## config.mk

```make
export PLATFORM = sky130hd
export DESIGN_NAME = handheld_console_timer
export DESIGN_NICKNAME = d
export VERILOG_FILES = /design/src/hw/rtl/htmr_pkg.sv /design/src/hw/rtl/htmr_core.sv /design/src/hw/rtl/handheld_console_timer.sv
export SDC_FILE = /design/constraint.sdc
export NUM_CORES = 1
export LEC_CHECK = 0
export BUFFER_PORTS_ARGS = -buffer_cell sky130_fd_sc_hd__buf_4
export CORE_ASPECT_RATIO = 1.2
export CORE_MARGIN = 5
export CORE_UTILIZATION = 35
export DETAILED_ROUTE_END_ITERATION = 16
export MAX_ROUTING_LAYER = met4
export SETUP_SLACK_MARGIN = 0.2
export SKIP_LAST_GASP = 1
export SLEW_MARGIN = 20
export SYNTH_ARGS = -nofsm -noshare
export SYNTH_HDL_FRONTEND = slang
export SYNTH_HIERARCHICAL = 1
export SYNTH_SLANG_ARGS = --single-unit
```

## constraint.sdc

```tcl
create_clock -name aclk -period 15.8 [get_ports aclk]
set_input_delay 3.16 -clock aclk [delete_from_list [all_inputs] [get_ports aclk]]
set_output_delay 3.16 -clock aclk [all_outputs]
set_load 0.02 [all_outputs]
```

## src/hw/rtl/htmr_pkg.sv

```systemverilog
// Package for the handheld console timer: shared constants, register codes,
// the result record type and the period shift function. No dependencies.
package htmr_pkg;

    localparam int DIV_W   = 8;
    localparam int CNT_W   = 8;
    localparam int CTRL_W  = 3;
    localparam int PRE_W   = 11;
    localparam int CYC_W   = 8;
    localparam int CTI_W   = 19;

    localparam logic OP_TICK  = 1'b0;
    localparam logic OP_WRITE = 1'b1;

    localparam logic [1:0] SEL_DIV  = 2'd0;
    localparam logic [1:0] SEL_TIMA = 2'd1;
    localparam logic [1:0] SEL_TMA  = 2'd2;
    localparam logic [1:0] SEL_TAC  = 2'd3;

    localparam int CTRL_EN_BIT = 2;

    localparam logic [PRE_W-1:0] PRESCALE_MAX   = '1;
    localparam logic [CTI_W-1:0] DISABLED_COUNT = CTI_W'(1 << 16);

    typedef struct packed {
        logic             timer_interrupt;
        logic [DIV_W-1:0] div_value;
        logic [CNT_W-1:0] tima_value;
        logic [CTI_W-1:0] cycles_to_interrupt;
    } result_t;

    // log2 of the prescale period: 1024, 16, 64, 256
    function automatic logic [3:0] period_shift(input logic [1:0] rate_sel);
        logic [3:0] sh;
        unique case (rate_sel)
            2'd0:    sh = 4'd10;
            2'd1:    sh = 4'd4;
            2'd2:    sh = 4'd6;
            default: sh = 4'd8;
        endcase
        return sh;
    endfunction

endpackage

```

## src/hw/rtl/htmr_core.sv

```systemverilog
// Timer state and single-pass step logic for the handheld console timer.
// Depends on htmr_pkg; produces the next result record for each transaction.
module htmr_core (
    input  logic                          aclk,
    input  logic                          aresetn,
    input  logic                          step_en,
    input  logic                          op,
    input  logic [htmr_pkg::CYC_W-1:0]    cycles,
    input  logic [1:0]                    reg_select,
    input  logic [htmr_pkg::CNT_W-1:0]    write_value,
    output htmr_pkg::result_t             result
);
    import htmr_pkg::*;

    logic [DIV_W-1:0]  div_reg,  div_next;
    logic [7:0]        sub_reg,  sub_next;
    logic [CNT_W-1:0]  tc_reg,   tc_next;
    logic [CNT_W-1:0]  tm_reg,   tm_next;
    logic [CTRL_W-1:0] ctrl_reg, ctrl_next;
    logic [PRE_W-1:0]  pre_reg,  pre_next;
    logic              irq;

    always_comb begin
        logic [8:0]       sub_sum;
        logic [PRE_W:0]   pre_sum;
        logic [PRE_W:0]   pre_adj;
        logic [PRE_W:0]   period;
        logic [CTI_W-1:0] total;
        logic [CTI_W-1:0] pre_ext;

        div_next  = div_reg;
        sub_next  = sub_reg;
        tc_next   = tc_reg;
        tm_next   = tm_reg;
        ctrl_next = ctrl_reg;
        pre_next  = pre_reg;
        irq       = 1'b0;

        sub_sum = {1'b0, sub_reg} + {1'b0, cycles};
        pre_sum = {1'b0, pre_reg} + (PRE_W+1)'(cycles);
        period  = (PRE_W+1)'(1) << period_shift(ctrl_reg[1:0]);
        pre_adj = pre_sum;

        if (op == OP_TICK) begin
            div_next = div_reg + DIV_W'(sub_sum[8]);
            sub_next = sub_sum[7:0];
            if (ctrl_reg[CTRL_EN_BIT]) begin
                if (pre_sum >= period) begin
                    pre_adj = pre_sum - period;
                    if (tc_reg == '1) begin
                        tc_next = tm_reg;
                        irq     = 1'b1;
                    end else begin
                        tc_next = tc_reg + CNT_W'(1);
                    end
                end
                pre_next = pre_adj[PRE_W] ? PRESCALE_MAX : pre_adj[PRE_W-1:0];
            end
        end else begin
            unique case (reg_select)
                SEL_DIV: begin
                    div_next = '0;
                    sub_next = '0;
                    pre_next = '0;
                end
                SEL_TIMA: tc_next   = write_value;
                SEL_TMA:  tm_next   = write_value;
                SEL_TAC:  ctrl_next = write_value[CTRL_W-1:0];
                default:  ctrl_next = ctrl_reg;
            endcase
        end

        total   = CTI_W'(9'd256 - {1'b0, tc_next}) << period_shift(ctrl_next[1:0]);
        pre_ext = CTI_W'(pre_next);

        result.timer_interrupt = irq;
        result.div_value       = div_next;
        result.tima_value      = tc_next;
        if (!ctrl_next[CTRL_EN_BIT]) begin
            result.cycles_to_interrupt = DISABLED_COUNT;
        end else if (pre_ext >= total) begin
            result.cycles_to_interrupt = '0;
        end else begin
            result.cycles_to_interrupt = total - pre_ext;
        end
    end

    always_ff @(posedge aclk) begin
        if (!aresetn) begin
            div_reg  <= '0;
            sub_reg  <= '0;
            tc_reg   <= '0;
            tm_reg   <= '0;
            ctrl_reg <= '0;
            pre_reg  <= '0;
        end else if (step_en) begin
            div_reg  <= div_next;
            sub_reg  <= sub_next;
            tc_reg   <= tc_next;
            tm_reg   <= tm_next;
            ctrl_reg <= ctrl_next;
            pre_reg  <= pre_next;
        end
    end

endmodule

```

## src/hw/rtl/handheld_console_timer.sv

```systemverilog
// Top level of the handheld console timer: input register, step core, result register.
// Depends on htmr_pkg and htmr_core.
//
//  channel  dir  handshake          payload
//  s_       in   s_valid/s_ready    s_op, s_cycles, s_reg_select, s_write_value
//  m_       out  m_valid/m_ready    m_timer_interrupt, m_div_value, m_tima_value,
//                                   m_cycles_to_interrupt
//
// One transaction per cycle sustained while the result is not stalled; an accepted input
// passes through the input register, then the step logic into the result register.
// Reset (aresetn low, synchronous) clears all timer state and both valid flags.
// A stalled result holds the input register; s_ready drops only when both registers
// are full and m_ready is low.
module handheld_console_timer (
    input  logic                               aclk,
    input  logic                               aresetn,
    input  logic                               s_valid,
    output logic                               s_ready,
    input  logic                               s_op,
    input  logic [htmr_pkg::CYC_W-1:0]         s_cycles,
    input  logic [1:0]                         s_reg_select,
    input  logic [htmr_pkg::CNT_W-1:0]         s_write_value,
    output logic                               m_valid,
    input  logic                               m_ready,
    output logic                               m_timer_interrupt,
    output logic [htmr_pkg::DIV_W-1:0]         m_div_value,
    output logic [htmr_pkg::CNT_W-1:0]         m_tima_value,
    output logic [htmr_pkg::CTI_W-1:0]         m_cycles_to_interrupt
);
    import htmr_pkg::*;

    logic             in_valid_reg;
    logic             op_reg;
    logic [CYC_W-1:0] cycles_reg;
    logic [1:0]       sel_reg;
    logic [CNT_W-1:0] wval_reg;
    logic             out_valid_reg;
    result_t          res_reg;
    result_t          res_next;
    logic             advance;

    assign advance = in_valid_reg && (!out_valid_reg || m_ready);
    assign s_ready = !in_valid_reg || advance;

    htmr_core u_core (
        .aclk        (aclk),
        .aresetn     (aresetn),
        .step_en     (advance),
        .op          (op_reg),
        .cycles      (cycles_reg),
        .reg_select  (sel_reg),
        .write_value (wval_reg),
        .result      (res_next)
    );

    always_ff @(posedge aclk) begin
        if (!aresetn) begin
            in_valid_reg  <= 1'b0;
            out_valid_reg <= 1'b0;
        end else begin
            if (s_ready) begin
                in_valid_reg <= s_valid;
            end
            if (advance) begin
                out_valid_reg <= 1'b1;
            end else if (m_ready) begin
                out_valid_reg <= 1'b0;
            end
        end
    end

    always_ff @(posedge aclk) begin
        if (s_valid && s_ready) begin
            op_reg     <= s_op;
            cycles_reg <= s_cycles;
            sel_reg    <= s_reg_select;
            wval_reg   <= s_write_value;
        end
        if (advance) begin
            res_reg <= res_next;
        end
    end

    assign m_valid               = out_valid_reg;
    assign m_timer_interrupt     = res_reg.timer_interrupt;
    assign m_div_value           = res_reg.div_value;
    assign m_tima_value          = res_reg.tima_value;
    assign m_cycles_to_interrupt = res_reg.cycles_to_interrupt;

endmodule
```

**Word-level counts from Yosys, hierarchy flattened**

Cells that the tools add are included.

- Add/sub/neg operators: 7
- Order comparisons: 2
- Equality and inequality tests: 9
- Shift-type cells: 2
- Mux-type cells: 24
- Bitwise operators: 3
- Reduce and logical (&&, ||, !) cells: 14

Operators by type and width:

| operator | number |
|---|---|
| $mux W8 | 9 |
| $mux W11 | 4 |
| $mux W12 | 3 |
| $pmux W4 S3 | 2 |
| $ge A11 B19 Y1 | 1 |
| $shl A19 B4 Y19 | 1 |
| $sub A19 B11 Y19 | 1 |
| $mux W17 | 1 |
| $add A11 B8 Y12 | 1 |
| $ge A12 B12 Y1 | 1 |
| $shl A1 B4 Y12 const A | 1 |
| $sub A12 B12 Y12 | 1 |
| $sub A9 B8 Y10 const A | 1 |
| $add A8 B8 Y9 | 1 |
| $add A8 B1 Y8 | 1 |
| $add A8 B1 Y8 const B | 1 |
| $eq A2 B2 Y1 const B | 4 |
| $eq A8 B8 Y1 const B | 1 |
| $eq A2 B1 Y1 const B | 3 |
| $logic_not A2 Y1 | 3 |
| $mux W3 | 2 |
| $mux W1 | 3 |
| $not A1 Y1 | 3 |
| $reduce_and A3 Y1 | 1 |
| other kinds (8) | 11 |

- Flip-flop bits (word level): 103
- Bits of input ports: 23
- Output and inout bits: 38
- Word-level logic and storage cells: 78

**Longest topological paths before layout**

- Word-level depth: 12
- Gate-level depth with buffers: 36

**Modules after synthesis**

The synthesis kept the hierarchy.

By module, submodules not included:

| module | times used | cells each | area an instance (um2) |
|---|---|---|---|
| htmr_core | 1 | 697 | 5,263.8 |
| handheld_console_timer | 1 | 64 | 1,755.4 |

**Worst setup path after synthesis**

OpenSTA, ideal clock, no wires.

- Path kind: flip-flop to flip-flop
- From: register cycles_reg[0]
- To: register res_reg, in the netlist m_cycles_to_interrupt[8] (data pin)
- Setup time: 260 ps
- Arrival: 6,429 ps
- Required time: 15,540 ps
- Setup slack: 9,111 ps
- Cell stages (with the launch flop): 37
- Path buffers: 2
- Path through: edfxtp_1 > ha_1 > fa_1 > a21o_1 > a21oi_1 > o21bai_1 > a21oi_1 > o21bai_1 > a21oi_1 > nor2_1 > xor2_1 > ha_1 > nand2_1 > nor3b_1 > o21a_1 > o32a_2 > a21o_4 > buf_6 > nand2_1 > o21ai_0 > a211oi_1 > a21oi_1 > ha_1 > nor2b_1 > o21ai_0 > a21boi_0 > o21ai_0 > a21boi_0 > o21ai_0 > a21oi_1 > o41ai_1 > a41o_1 > and2_1 > a32oi_1 > o21bai_2 > buf_6 > nor3_2

- Word-level cells in the longest chain between the ends: 10
- Elaborated cells on any way between the ends: 17

Ends and longest elaborated chain:

| what | RTL line | RTL |
|---|---|---|
| from (decl) | handheld_console_timer.sv:34 | `logic [CYC_W-1:0] cycles_reg;` |
| from (signal assigned) | handheld_console_timer.sv:75 | `cycles_reg <= s_cycles;` |
| $add A11 B8 Y12 * | htmr_core.sv:40 | `pre_sum = {1'b0, pre_reg} + (PRE_W+1)'(cycles);` |
| parallel branches: the longest is 9 deep, another holds $ge A11 B19 Y1 | -- |  |
| to (signal assigned) | handheld_console_timer.sv:80 | `res_reg <= res_next;` |
| to (decl) | handheld_console_timer.sv:38 | `result_t res_reg;` |

Mark *: on every way between the ends. The select of a mux whose other input is x is not followed.
A chain may end at the register's enable or synchronous reset.

**Worst setup path after layout**

- From: register cycles_reg[0]
- To: register res_reg, in the netlist m_cycles_to_interrupt[3] (data pin)

Same word-level chain as after synthesis.

==> metrics.yaml <==
detailed_routing:
  remaining_drc_errors: 0
  ant_nets: 0
  wl_per_cell_um: 15.1
  postRouteWirelength_um: 16200
  drt_iter0_drc: 314
  viasPerCell: 5.28
  vias: 5654
  dr.pass1.iters: 5
critical_path:
  startpoint: "cycles_reg[0]"
  r2r_end: "m_cycles_to_interrupt[3]"
  crit_end: "m_cycles_to_interrupt[3]"
  crit_path_max_incr_delay_ns: 0.57
  start_kind: "flop"
  ff2ff_path_depth: 33
  end_kind: "flop"
  arrival_ns: 7.84
  cp_slowest_cell: "o21bai_2"
  cp.required_ns: 15.87
  r2r_start: "cycles_reg[0]"
  cp_common_cell: "a21oi_1"
  r2r_slack_ns: 8.04
  path_class: "reg2reg"
  crit_path_max_fanout: 16
synthesis:
  ys_seq_area_share_pct: 37.2
  syn_inst: 761
  avgSynthCellArea_um2: 9.22
  async_reset_ff_share_pct: 0
  ys_seq_elements: 103
  ys_warn_count: 6
  ys_types: 94
  syn-cell-area_um2: 7020
  synth_edf_count: 55
  synth_flop_cell: "edfxtp_1"
power_and_ir_drop:
  pwr-share-comb_pct: 28.7
  power.switching_uw: 241
  swShare_pct: 32.4
  intPower_uw: 501
  leakage_nw: 3.13
  seqPwrFrac_pct: 41.1
  powerDensity_nw_per_um2: 92.7
  irDropWorstVdd_mv: 0.0469
  pwr-share-clk_pct: 30.2
  power_uw: 741
timing:
  fmax_mhz: 129
  min_period_over_period_pct: 49.1
  slew_headroom_pct: 36.1
  setup-tns-final_ns: 0
  worst_pin_slew_ns: 0.956
  hold_viol_final: 0
  timing.final.max_slew_violations: 0
  rsz0062_at_grt: "false"
  period_needed_ns: 7.76
  holdWs_ns: 0.466
  fin_skew_ns: 0.00661
  final-setup-viol-count: 0
final_layout:
  drive_above_1_share_pct: 14.4
  final_common_cell: "nand2_1"
  final_util_pct: 40.8
  antenna_cells: 0
  final_cell_mix: "80 x nand2_1, 66 x nor2_1, 64 x buf_4, 55 x edfxtp_1, 48 x dfxtp_1"
  syn_to_final_growth_pct: 14.0
  fin_nets: 875
  regArea_um2: 2610
  largest_reg_flops: 19
  nFillCells: 1976
  stdcell_area_um2: 8000
  multi_input_area_um2: 4160
cts:
  cts_setup_buffers: 0
  clk_latency_ns: 0.36
  cts_hold_buffers: 0
  cts_buffers: 9
  clock_path_buffers: 2
  tritoncts: "done"
  cts-root-buf: "clkbuf_16"
  cts-resized-gates: 0
  path_clk_slew_ns: 0.07
  cts_sinks: 103
  h-tree-depth: 3
worst_hold_path:
  hold_path_class: "reg2reg"
floorplan:
  die_area_um2: 23000
  start_util_pct: 35.8
  die_h_um: 165
  design.core.area_um2: 19600
  die_w_um: 139
  rows: 56
  io_pins: 61
run:
  cap_violations: 0
placement:
  dpl.hpwl_um: 12000
  routabilityCongestion: 0.862
  port_buffers: 60
  dpl_cell_area_um2: 7690
global_routing:
  grt_pass1_wl_um: 26700
  grt-ovfl-total: 0
  grt_pass1_vias: 5364
  track_usage_pct: 14.5
  grt_max_degree: 49
  antenna_found_initial: 0
outcome:
  status: "finished, final reports clean"
==> cell type report <==
type,count,area share [%]
Clock buffer,12,3.35
Sequential cell,103,32.7
Clock inverter,4,0.360
Inverter,33,1.55
Tap cell,261,4.08
Multi-Input combinational cell,594,52.0
Timing Repair Buffer,64,6.01
==> worst min-delay path by stage <==
stage	startpoint	endpoint	slack (ns)	cells after the start
after detailed placement	u_core/tm_reg[0]	u_core/tm_reg[0]	0.46	2
after global placement	u_core/tm_reg[5]	u_core/tm_reg[5]	0.45	2
after floorplan	u_core/tm_reg[0]	u_core/tm_reg[0]	0.44	2
after CTS	u_core/tm_reg[0]	u_core/tm_reg[0]	0.47	2
final	u_core/tm_reg[0]	u_core/tm_reg[0]	0.47	2
after global routing	u_core/tm_reg[0]	u_core/tm_reg[0]	0.50	2
==> metrics by stage <==
step	instances	setup WS, ns
detailed placement	1055	8.13
global route	1071	7.17
CTS	1071	8.09
floorplan	764	9.11
finish	1071	8.04
global placement	1055	8.23
==> synth_stat cells (4+ instances only) <==
| master | number | area share [%] |
|---|---|---|
| nand2_1 | 80 | 4.3 |
| nor2_1 | 66 | 3.5 |
| edfxtp_1 | 55 | 24 |
| dfxtp_1 | 48 | 14 |
| ha_1 | 44 | 7.8 |
| nor2b_1 | 39 | 3.5 |
| a21oi_1 | 37 | 2.6 |
| o21ai_0 | 37 | 2.6 |
| inv_1 | 33 | 1.8 |
| clkbuf_1 | 26 | 1.4 |
| a21boi_0 | 17 | 1.8 |
| a22oi_1 | 17 | 1.8 |
| mux2i_1 | 17 | 2.4 |
| xnor2_1 | 17 | 2.1 |
| nor3_1 | 16 | 1.1 |
| nand3_1 | 13 | 0.93 |
| a21o_1 | 12 | 1.3 |
| xor2_1 | 12 | 1.5 |
| a211oi_1 | 11 | 1.2 |
| o211a_1 | 10 | 1.4 |
| nand4_1 | 9 | 0.80 |
| o211ai_1 | 9 | 0.96 |
| a311oi_1 | 6 | 0.75 |
| a31oi_1 | 6 | 0.53 |
| and3_1 | 5 | 0.45 |
| nand2b_1 | 5 | 0.45 |
| nand3b_1 | 5 | 0.53 |
| or2_2 | 5 | 0.45 |
| and2_1 | 4 | 0.36 |
| o21bai_1 | 4 | 0.43 |
| o22ai_1 | 4 | 0.36 |
| o31ai_1 | 4 | 0.43 |
==> cell families after synthesis <==
| kind of cell | Yosys count | share of synthesized area [%] |
|---|---|---|
| fa+ha+maj | 47 | 8.70 |
| buf+inv | 67 | 3.96 |
| xor+xnor | 29 | 3.62 |
| flops | 103 | 37.2 |
| compound gates | 223 | 24.2 |
| simple gates | 272 | 19.6 |
| mux | 18 | 2.58 |
| other cells | 2 | 0.107 |
==> routing by layer <==
| metal | global-route usage (%) | part of all wire [%] | vias to the layer above |
|---|---|---|---|
| met3 | 1.81 | 3.3 | 19 |
| met1 | 18.4 | 47 | 2639 |
| li1 | - | - | 2883 |
| met4 | 5.65 | 1.9 | 0 |
| met2 | 23.9 | 48 | 113 |
| met5 | - | 0 | - |
==> worst max-delay path: cells and delay by family (launching register included) <==
| family | cells | cell delay, ns |
|---|---|---|
| compound gates | 22 | 4.65 |
| xor+xnor | 1 | 0.16 |
| fa+ha+maj | 4 | 1.44 |
| flops | 1 | 0.41 |
| simple gates | 6 | 0.81 |
==> power by group through the flow <==
stage               Clock [mW]  Sequential (mW)  Combinational (mW)
detailed placement           0            0.311               0.212
global placement             0            0.310               0.211
floorplan                    0            0.315               0.159
finish                   0.224            0.304               0.213
CTS                      0.232            0.305               0.213
global route             0.242            0.306               0.237
(Power assumes the default switching activity.)
